<file path="config.mk">
export PLATFORM = sky130hd
export DESIGN_NAME = battery_power_state_monitor
export DESIGN_NICKNAME = d
export VERILOG_FILES = /design/src/rtl/core/bpsm_pkg.sv /design/src/rtl/core/bpsm_cfg.sv /design/src/rtl/core/bpsm_eval.sv /design/src/rtl/core/battery_power_state_monitor.sv
export SDC_FILE = /design/constraint.sdc
export NUM_CORES = 1
export LEC_CHECK = 0
export BUFFER_PORTS_ARGS = -buffer_cell sky130_fd_sc_hd__buf_2
export CORE_MARGIN = 2
export CORE_UTILIZATION = 32
export CTS_CLUSTER_DIAMETER = 100
export DETAILED_ROUTE_END_ITERATION = 12
export GPL_ROUTABILITY_DRIVEN = 0
export PLACE_DENSITY = 0.6
export SYNTH_ARGS = -nofsm -noshare
export SYNTH_HDL_FRONTEND = slang
export SYNTH_SLANG_ARGS = --single-unit
</file>
<file path="constraint.sdc">
create_clock -name clk_i -period 16 [get_ports clk_i]
set_clock_uncertainty 0.1 [all_clocks]
set_input_delay 4.8 -clock clk_i [delete_from_list [all_inputs] [get_ports clk_i]]
set_output_delay 4.8 -clock clk_i [all_outputs]
set_load 0.1 [all_outputs]
</file>
<file path="src/rtl/core/bpsm_pkg.sv">
// bpsm_pkg: shared types, constants and helpers of the battery power-state monitor.
// No dependencies; imported by every module in rtl/core.
`timescale 1ns / 1ps

package bpsm_pkg;

  localparam int unsigned MvW    = 14;
  localparam int unsigned MsW    = 32;
  localparam int unsigned LevelW = 7;
  localparam int unsigned CfgIdxW = 3;
  localparam int unsigned CfgDataW = 32;
  localparam int unsigned LevelSteps = 9;

  // configuration register indexes
  typedef enum logic [CfgIdxW-1:0] {
    CFG_LOW_VOLTAGE      = 3'd0,
    CFG_CRITICAL_VOLTAGE = 3'd1,
    CFG_LOW_TIMEOUT      = 3'd2,
    CFG_CRITICAL_TIMEOUT = 3'd3,
    CFG_IDLE_SHUTDOWN    = 3'd4,
    CFG_REPORT_INTERVAL  = 3'd5
  } cfg_idx_e;

  typedef enum logic [1:0] {
    PS_BATTERY  = 2'd0,
    PS_CHARGING = 2'd1,
    PS_CHARGED  = 2'd2,
    PS_LOWPOWER = 2'd3
  } power_state_e;

  // reset values
  localparam logic [MvW-1:0] LowVoltageRst      = 14'd3200;
  localparam logic [MvW-1:0] CriticalVoltageRst = 14'd3000;
  localparam logic [MsW-1:0] LowTimeoutRst      = 32'd5000;
  localparam logic [MsW-1:0] CriticalTimeoutRst = 32'd5000;
  localparam logic [MsW-1:0] IdleShutdownRst    = 32'd300000;
  localparam logic [MsW-1:0] ReportIntervalRst  = 32'd1000;
  localparam logic [MvW-1:0] SeenRst            = 14'd3700;

  // level thresholds in mV; level_pct compares only the first nine, the last entry is unused
  localparam logic [MvW-1:0] LevelTable [LevelSteps+1] = '{
    14'd3000, 14'd3780, 14'd3830, 14'd3870, 14'd3890,
    14'd3920, 14'd3960, 14'd4000, 14'd4040, 14'd4100
  };

  typedef struct packed {
    logic [MvW-1:0] low_voltage_mv;
    logic [MvW-1:0] critical_voltage_mv;
    logic [MsW-1:0] low_timeout_ms;
    logic [MsW-1:0] critical_timeout_ms;
    logic [MsW-1:0] idle_shutdown_ms;
    logic [MsW-1:0] report_interval_ms;
  } cfg_t;

  typedef struct packed {
    logic [MvW-1:0] voltage_mv;
    logic           is_charging;
    logic           power_good;
    logic [MsW-1:0] now_ms;
    logic [MsW-1:0] inactive_ms;
  } sample_t;

  typedef struct packed {
    logic [LevelW-1:0] level_pct;
    power_state_e      power_state;
    logic              state_changed;
    logic              may_fly;
    logic              shutdown_req;
    logic              report_pulse;
    logic [MvW-1:0]    min_mv;
    logic [MvW-1:0]    max_mv;
  } result_t;

  // Charge level in percent: ten per threshold the voltage lies above.
  // Below the first entry nothing is passed; above the ninth all nine count.
  function automatic logic [LevelW-1:0] level_pct(input logic [MvW-1:0] mv);
    logic [3:0] steps;
    steps = '0;
    for (int i = 0; i < LevelSteps; i++) begin
      if (mv > LevelTable[i]) begin
        steps = steps + 4'd1;
      end
    end
    return LevelW'({steps, 3'b000} + {2'b00, steps, 1'b0});
  endfunction

endpackage

</file>
<file path="src/rtl/core/bpsm_cfg.sv">
// bpsm_cfg: configuration register file of the battery power-state monitor.
// Depends on bpsm_pkg.
`timescale 1ns / 1ps

module bpsm_cfg (
  input  logic                          clk_i,
  input  logic                          rst_ni,
  input  logic                          wr_en_i,
  input  logic [bpsm_pkg::CfgIdxW-1:0]  wr_index_i,
  input  logic [bpsm_pkg::CfgDataW-1:0] wr_data_i,
  output bpsm_pkg::cfg_t                cfg_o
);
  import bpsm_pkg::*;

  cfg_t cfg_q, cfg_d;

  always_comb begin
    cfg_d = cfg_q;
    if (wr_en_i) begin
      case (wr_index_i)
        CFG_LOW_VOLTAGE:      cfg_d.low_voltage_mv      = wr_data_i[MvW-1:0];
        CFG_CRITICAL_VOLTAGE: cfg_d.critical_voltage_mv = wr_data_i[MvW-1:0];
        CFG_LOW_TIMEOUT:      cfg_d.low_timeout_ms      = wr_data_i[MsW-1:0];
        CFG_CRITICAL_TIMEOUT: cfg_d.critical_timeout_ms = wr_data_i[MsW-1:0];
        CFG_IDLE_SHUTDOWN:    cfg_d.idle_shutdown_ms    = wr_data_i[MsW-1:0];
        CFG_REPORT_INTERVAL:  cfg_d.report_interval_ms  = wr_data_i[MsW-1:0];
        default: ;  // unmapped index, dropped
      endcase
    end
  end

  always_ff @(posedge clk_i or negedge rst_ni) begin
    if (!rst_ni) begin
      cfg_q.low_voltage_mv      <= LowVoltageRst;
      cfg_q.critical_voltage_mv <= CriticalVoltageRst;
      cfg_q.low_timeout_ms      <= LowTimeoutRst;
      cfg_q.critical_timeout_ms <= CriticalTimeoutRst;
      cfg_q.idle_shutdown_ms    <= IdleShutdownRst;
      cfg_q.report_interval_ms  <= ReportIntervalRst;
    end else begin
      cfg_q <= cfg_d;
    end
  end

  assign cfg_o = cfg_q;

endmodule

</file>
<file path="src/rtl/core/bpsm_eval.sv">
// bpsm_eval: per-sample evaluation, tracking state and result register.
// Depends on bpsm_pkg.
`timescale 1ns / 1ps

module bpsm_eval (
  input  logic              clk_i,
  input  logic              rst_ni,
  input  logic              step_i,     // sample register moves into result register
  input  bpsm_pkg::sample_t sample_i,
  input  bpsm_pkg::cfg_t    cfg_i,
  output bpsm_pkg::result_t result_o
);
  import bpsm_pkg::*;

  logic [MvW-1:0] lowest_q, lowest_d;
  logic [MvW-1:0] highest_q, highest_d;
  logic [MsW-1:0] low_since_q, low_since_d;
  logic [MsW-1:0] crit_since_q, crit_since_d;
  logic [MsW-1:0] last_report_q, last_report_d;
  power_state_e   prior_q, state_d;
  result_t        result_q, result_d;

  logic           pulse;
  logic           shutdown;
  logic [MsW-1:0] since_report, low_elapsed, crit_elapsed;

  always_comb begin
    highest_d = (sample_i.voltage_mv > highest_q) ? sample_i.voltage_mv : highest_q;
    lowest_d  = (sample_i.voltage_mv < lowest_q)  ? sample_i.voltage_mv : lowest_q;

    since_report  = sample_i.now_ms - last_report_q;
    pulse         = (since_report >= cfg_i.report_interval_ms);
    last_report_d = pulse ? sample_i.now_ms : last_report_q;

    // timers restart while the voltage sits above their thresholds
    low_since_d  = (sample_i.voltage_mv > cfg_i.low_voltage_mv) ?
                   sample_i.now_ms : low_since_q;
    crit_since_d = (sample_i.voltage_mv > cfg_i.critical_voltage_mv) ?
                   sample_i.now_ms : crit_since_q;
    low_elapsed  = sample_i.now_ms - low_since_d;
    crit_elapsed = sample_i.now_ms - crit_since_d;

    if (sample_i.power_good && !sample_i.is_charging) begin
      state_d = PS_CHARGED;
    end else if (sample_i.power_good) begin
      state_d = PS_CHARGING;
    end else if (!sample_i.is_charging && (low_elapsed > cfg_i.low_timeout_ms)) begin
      state_d = PS_LOWPOWER;
    end else begin
      state_d = PS_BATTERY;
    end

    case (state_d)
      PS_LOWPOWER: shutdown = (crit_elapsed > cfg_i.critical_timeout_ms);
      PS_BATTERY:  shutdown = (sample_i.inactive_ms > cfg_i.idle_shutdown_ms);
      default:     shutdown = 1'b0;
    endcase

    result_d.level_pct     = level_pct(sample_i.voltage_mv);
    result_d.power_state   = state_d;
    result_d.state_changed = (state_d != prior_q);
    result_d.may_fly       = (state_d == PS_BATTERY) || (state_d == PS_LOWPOWER);
    result_d.shutdown_req  = shutdown;
    result_d.report_pulse  = pulse;
    result_d.min_mv        = lowest_d;
    result_d.max_mv        = highest_d;
  end

  always_ff @(posedge clk_i or negedge rst_ni) begin
    if (!rst_ni) begin
      lowest_q      <= SeenRst;
      highest_q     <= SeenRst;
      low_since_q   <= '0;
      crit_since_q  <= '0;
      last_report_q <= '0;
      prior_q       <= PS_BATTERY;
    end else if (step_i) begin
      lowest_q      <= lowest_d;
      highest_q     <= highest_d;
      low_since_q   <= low_since_d;
      crit_since_q  <= crit_since_d;
      last_report_q <= last_report_d;
      prior_q       <= state_d;
    end
  end

  always_ff @(posedge clk_i) begin
    if (step_i) begin
      result_q <= result_d;
    end
  end

  assign result_o = result_q;

endmodule

</file>
<file path="src/rtl/core/battery_power_state_monitor.sv">
// battery_power_state_monitor: top level, handshake and two-register pipeline.
// Depends on bpsm_pkg, bpsm_cfg and bpsm_eval.
//
// Usage:
//   Sample channel: in_valid_i / in_stall_o. A request is taken at a rising
//   edge with in_valid_i high and in_stall_o low; it lands in a sample register.
//   Result channel: out_valid_o / out_stall_i. Exactly one result per sample.
//   Config channel: cfg_valid_i / cfg_ready_o with cfg_index_i, cfg_data_i;
//   cfg_ready_o is always high, unmapped indexes are dropped. Write only while
//   no sample is in flight.
//   Path: sample request into the sample register, then evaluation logic into
//   the result register, which drives out_valid_o.
//   Throughput: one sample per cycle unless stalled, both registers advancing
//   together; tracking state updates as a sample moves into the result register.
//   Stall: while out_stall_i holds a pending result, the result register holds;
//   one more sample can still be taken into the sample register, after which
//   in_stall_o rises until the result is taken.
//   Reset (rst_ni low, async): pipeline empties, config returns to defaults,
//   min/max restart at 3700 mV, timers and report stamp at 0, state battery.
`timescale 1ns / 1ps

module battery_power_state_monitor (
  input  logic                          clk_i,
  input  logic                          rst_ni,
  // sample channel
  input  logic                          in_valid_i,
  output logic                          in_stall_o,
  input  logic [bpsm_pkg::MvW-1:0]      voltage_mv_i,
  input  logic                          is_charging_i,
  input  logic                          power_good_i,
  input  logic [bpsm_pkg::MsW-1:0]      now_ms_i,
  input  logic [bpsm_pkg::MsW-1:0]      inactive_ms_i,
  // result channel
  output logic                          out_valid_o,
  input  logic                          out_stall_i,
  output logic [bpsm_pkg::LevelW-1:0]   level_pct_o,
  output logic [1:0]                    power_state_o,
  output logic                          state_changed_o,
  output logic                          may_fly_o,
  output logic                          shutdown_req_o,
  output logic                          report_pulse_o,
  output logic [bpsm_pkg::MvW-1:0]      min_mv_o,
  output logic [bpsm_pkg::MvW-1:0]      max_mv_o,
  // config channel
  input  logic                          cfg_valid_i,
  output logic                          cfg_ready_o,
  input  logic [bpsm_pkg::CfgIdxW-1:0]  cfg_index_i,
  input  logic [bpsm_pkg::CfgDataW-1:0] cfg_data_i
);
  import bpsm_pkg::*;

  cfg_t    cfg;
  sample_t sample_q;
  result_t result;
  logic    smp_valid_q, smp_valid_d;
  logic    res_valid_q, res_valid_d;
  logic    res_free;   // result register can load this cycle
  logic    step;       // sample moves into result register
  logic    take;       // new sample request accepted

  assign cfg_ready_o = 1'b1;

  bpsm_cfg u_cfg (
    .clk_i      (clk_i),
    .rst_ni     (rst_ni),
    .wr_en_i    (cfg_valid_i),
    .wr_index_i (cfg_index_i),
    .wr_data_i  (cfg_data_i),
    .cfg_o      (cfg)
  );

  assign res_free   = !res_valid_q || !out_stall_i;
  assign step       = smp_valid_q && res_free;
  assign in_stall_o = smp_valid_q && !res_free;
  assign take       = in_valid_i && !in_stall_o;

  always_comb begin
    smp_valid_d = take || (smp_valid_q && !res_free);
    res_valid_d = step || (res_valid_q && out_stall_i);
  end

  always_ff @(posedge clk_i or negedge rst_ni) begin
    if (!rst_ni) begin
      smp_valid_q <= 1'b0;
      res_valid_q <= 1'b0;
    end else begin
      smp_valid_q <= smp_valid_d;
      res_valid_q <= res_valid_d;
    end
  end

  always_ff @(posedge clk_i) begin
    if (take) begin
      sample_q.voltage_mv  <= voltage_mv_i;
      sample_q.is_charging <= is_charging_i;
      sample_q.power_good  <= power_good_i;
      sample_q.now_ms      <= now_ms_i;
      sample_q.inactive_ms <= inactive_ms_i;
    end
  end

  bpsm_eval u_eval (
    .clk_i    (clk_i),
    .rst_ni   (rst_ni),
    .step_i   (step),
    .sample_i (sample_q),
    .cfg_i    (cfg),
    .result_o (result)
  );

  assign out_valid_o     = res_valid_q;
  assign level_pct_o     = result.level_pct;
  assign power_state_o   = result.power_state;
  assign state_changed_o = result.state_changed;
  assign may_fly_o       = result.may_fly;
  assign shutdown_req_o  = result.shutdown_req;
  assign report_pulse_o  = result.report_pulse;
  assign min_mv_o        = result.min_mv;
  assign max_mv_o        = result.max_mv;

endmodule

</file>
==> reports/qor.txt <==
Clk pin slew, worst setup/hold paths = 0.06 ns
synth warn = 0
diode count = 0
first-pass GRT wire length = 95600 µm
die height = 283 µm
post-DR vias/cell = 4.78
RSZ-0062 raised after global routing = false
most common cell after layout, fill and taps aside = ha_1
fill count = 7715
synth-to-layout area growth = 14.5%
HP Start = u_eval.last_report_q[19]
EDFF count, synth = 120
antenna violations before repair = 1
beginning of the worst register-to-register path = sample_q[77]
internal power = 3.29 mW
Cell Area, Synth = 25000 µm²
share of post-route cells with drive strength above 1 = 0.203
CTS Sinks = 404
drt wl/cell = 16.8 µm
Nets = 2932
Synth Instances = 2361
Synth Net Count = 2767
total net switching power = 2.32 mW
IO Port Bufs = 161
core footprint = 77300 µm²
drt pass-1 iters = 5
total track usage = 0.151
Design Area, Final = 28600 µm²
CTS Buf Count = 47
endpoints failing hold = 0
drt initial violations = 888
syn avg cell area = 10.6 µm²
top-area cell type share of the netlist area = 0.237
TNS Setup = 0 ns
pwr/cell area = 196 nW/µm²
Util after Layout = 0.370
Least-Margin Pin Slew = 0.962 ns
Worst Setup SP = out_stall_i
routed wire length = 60600 µm
FF/Latch Area = 10800 µm²
Multi-input gate area = 13000 µm²
Reg2Reg Depth = 36
Most common cell on crit path = buf_2
ANT nets after route = 0
# Post-CTS Setup Buffers = 0
setup ws final = 5.58 ns
initial core utilization = 0.323
post-synthesis async set-or-reset flop share = 0.703
placed cell area = 27000 µm²
Seq cells post-synth = 404
achievable clock frequency = 96.0 MHz
total power = 5.61 mW
flop2flop setup slack = 7.24 ns
root buffer cell = clkbuf_16
die width = 283 µm
# H-tree levels = 2
switch share = 0.414
slowest CP cell = buf_2
cell chain of the critical path = buf_2 > nand3_1 > inv_1 > buf_2
final period utilization = 0.651
die area = 80200 µm²
Worst path max stage delay = 0.41 ns
Worst Hold Class = flop to flop
sequential element share of the synthesized area = 0.432
IO Pins = 164
dominant cells by area after synthesis = dfrtp_1 (24%), edfxtp_1 (14%), ha_1 (14%)
Critical Path End Type = primary output
CTS max path bufs = 3
DP Worst Slack = 5.58 ns
Hold-fix buffers, CTS = 0
fin crit period = 10.42 ns
Worst R2R End = u_eval.result_o[29]
status = complete, no violations
Worst setup endpoint = in_stall_o
grt ovf = 0
crit-path max FO = 3
routed vias = 17236
Critical Setup Path Class = primary input to primary output
Hold Path Cell Cnt = 1
Pleak = 13.0 nW
post_cts resized = 0
slew margin rel. = 0.359
Top FF cell, synth = dfrtp_1
Arr. time, crit path = 5.52 ns
TritonCTS clock tree = done
synth unique cells = 83
VDD IR max = 83.4 µV
Slew Viols, Final = 0
DRC Markers = 0
HPWL after detailed placement = 45400 µm
commonest cells after routing, fill and taps aside = ha_1 (283), inv_1 (248), dfrtp_1 (236)
Flop pwr share = 0.278
WP data required = 11.10 ns
CP Launch Type = primary input
endpoints failing setup = 0
Logic pwr share = 0.528
largest net degree at the start of global routing = 99
clk_lat worst skew = 0.59 ns
Rows = 102
vias in the first global route = 16694
area leader, netlist = dfrtp_1
maxcap violations = 0
Clock power frac = 0.194
-- state kept, by name, summed over array words and instances, names as in the netlist --
name,count
out_valid_o,1
sample_q,80
smp_valid_q,1
u_cfg.cfg_o,156
u_eval.crit_since_q,32
u_eval.highest_q,14
u_eval.last_report_q,32
u_eval.low_since_q,32
u_eval.lowest_q,14
u_eval.prior_q,2
u_eval.result_o,40
-- cells in the mapped netlist, types with 37 or more instances --
| cell | instances |
|---|---|
| a21o_1 | 88 |
| xnor2_1 | 72 |
| mux2i_1 | 56 |
| mux2_2 | 187 |
| nor2_1 | 61 |
| dfstp_2 | 48 |
| nor2b_1 | 50 |
| nand4_1 | 37 |
| dfrtp_1 | 236 |
| a21oi_1 | 128 |
| nand2_1 | 156 |
| clkbuf_1 | 50 |
| nand2b_1 | 49 |
| inv_1 | 248 |
| ha_1 | 283 |
| o21ai_0 | 195 |
| edfxtp_1 | 120 |
-- stage by stage --
| stage | std cells | hold WS, ns |
|---|---|---|
| floorplan | 2361 | 0.344 |
| global placement | 3517 | 0.367 |
| detailed placement | 3517 | 0.375 |
| CTS | 3605 | 0.389 |
| global route | 3605 | 0.395 |
| finish | 3605 | 0.385 |
-- how the worst min path moves through the flow --
stage	to	slack, ns
after floorplan	out_valid_o	0.34
after global placement	u_eval.last_report_q[6]	0.37
after detailed placement	u_eval.last_report_q[10]	0.38
after CTS	u_eval.last_report_q[10]	0.39
after global routing	u_eval.last_report_q[6]	0.40
final	u_eval.last_report_q[19]	0.39
-- kinds of logic after synthesis --
kind of cell / count (synthesis) / share of synthesized area
other: 2 / 0.000301
DFF: 404 / 0.432
buffers and inverters: 314 / 0.0480
muxes: 251 / 0.110
and+or+nand+nor: 466 / 0.0951
xor gates and xnor gates: 108 / 0.0400
AOI/OAI and AO/OA: 529 / 0.130
adders and majority gates: 287 / 0.145
-- metal layers --
layer	global-route usage	wire, µm
met1	0.221	30700
met2	0.230	26200
met3	0.0222	2310
met4	0.0393	1310
met5	0	13
-- layout make-up --
class | count | share of cell area
timing repair buffer | 181 | 0.0338
sequential | 404 | 0.377
tap | 1040 | 0.0455
clock buffer | 65 | 0.0479
clock inverter | 23 | 0.00705
inverter | 249 | 0.0327
multi-input combinational | 1643 | 0.456
-- power by group through the flow --
stage | Clock [mW] | Sequential (mW) | Combinational (mW)
finish | 1.09 | 1.56 | 2.96
floorplan | 0 | 1.79 | 2.04
detailed placement | 0 | 1.58 | 2.96
global placement | 0 | 1.57 | 2.92
CTS | 1.13 | 1.56 | 2.98
global route | 1.16 | 1.60 | 3.33
-- critical path: cells and delay by family --
kind / cells / cell delay (ns)
buffers and inverters: 3 / 0.60
and+or+nand+nor: 1 / 0.11
Note: power is estimated with default switching activity, not from simulation.
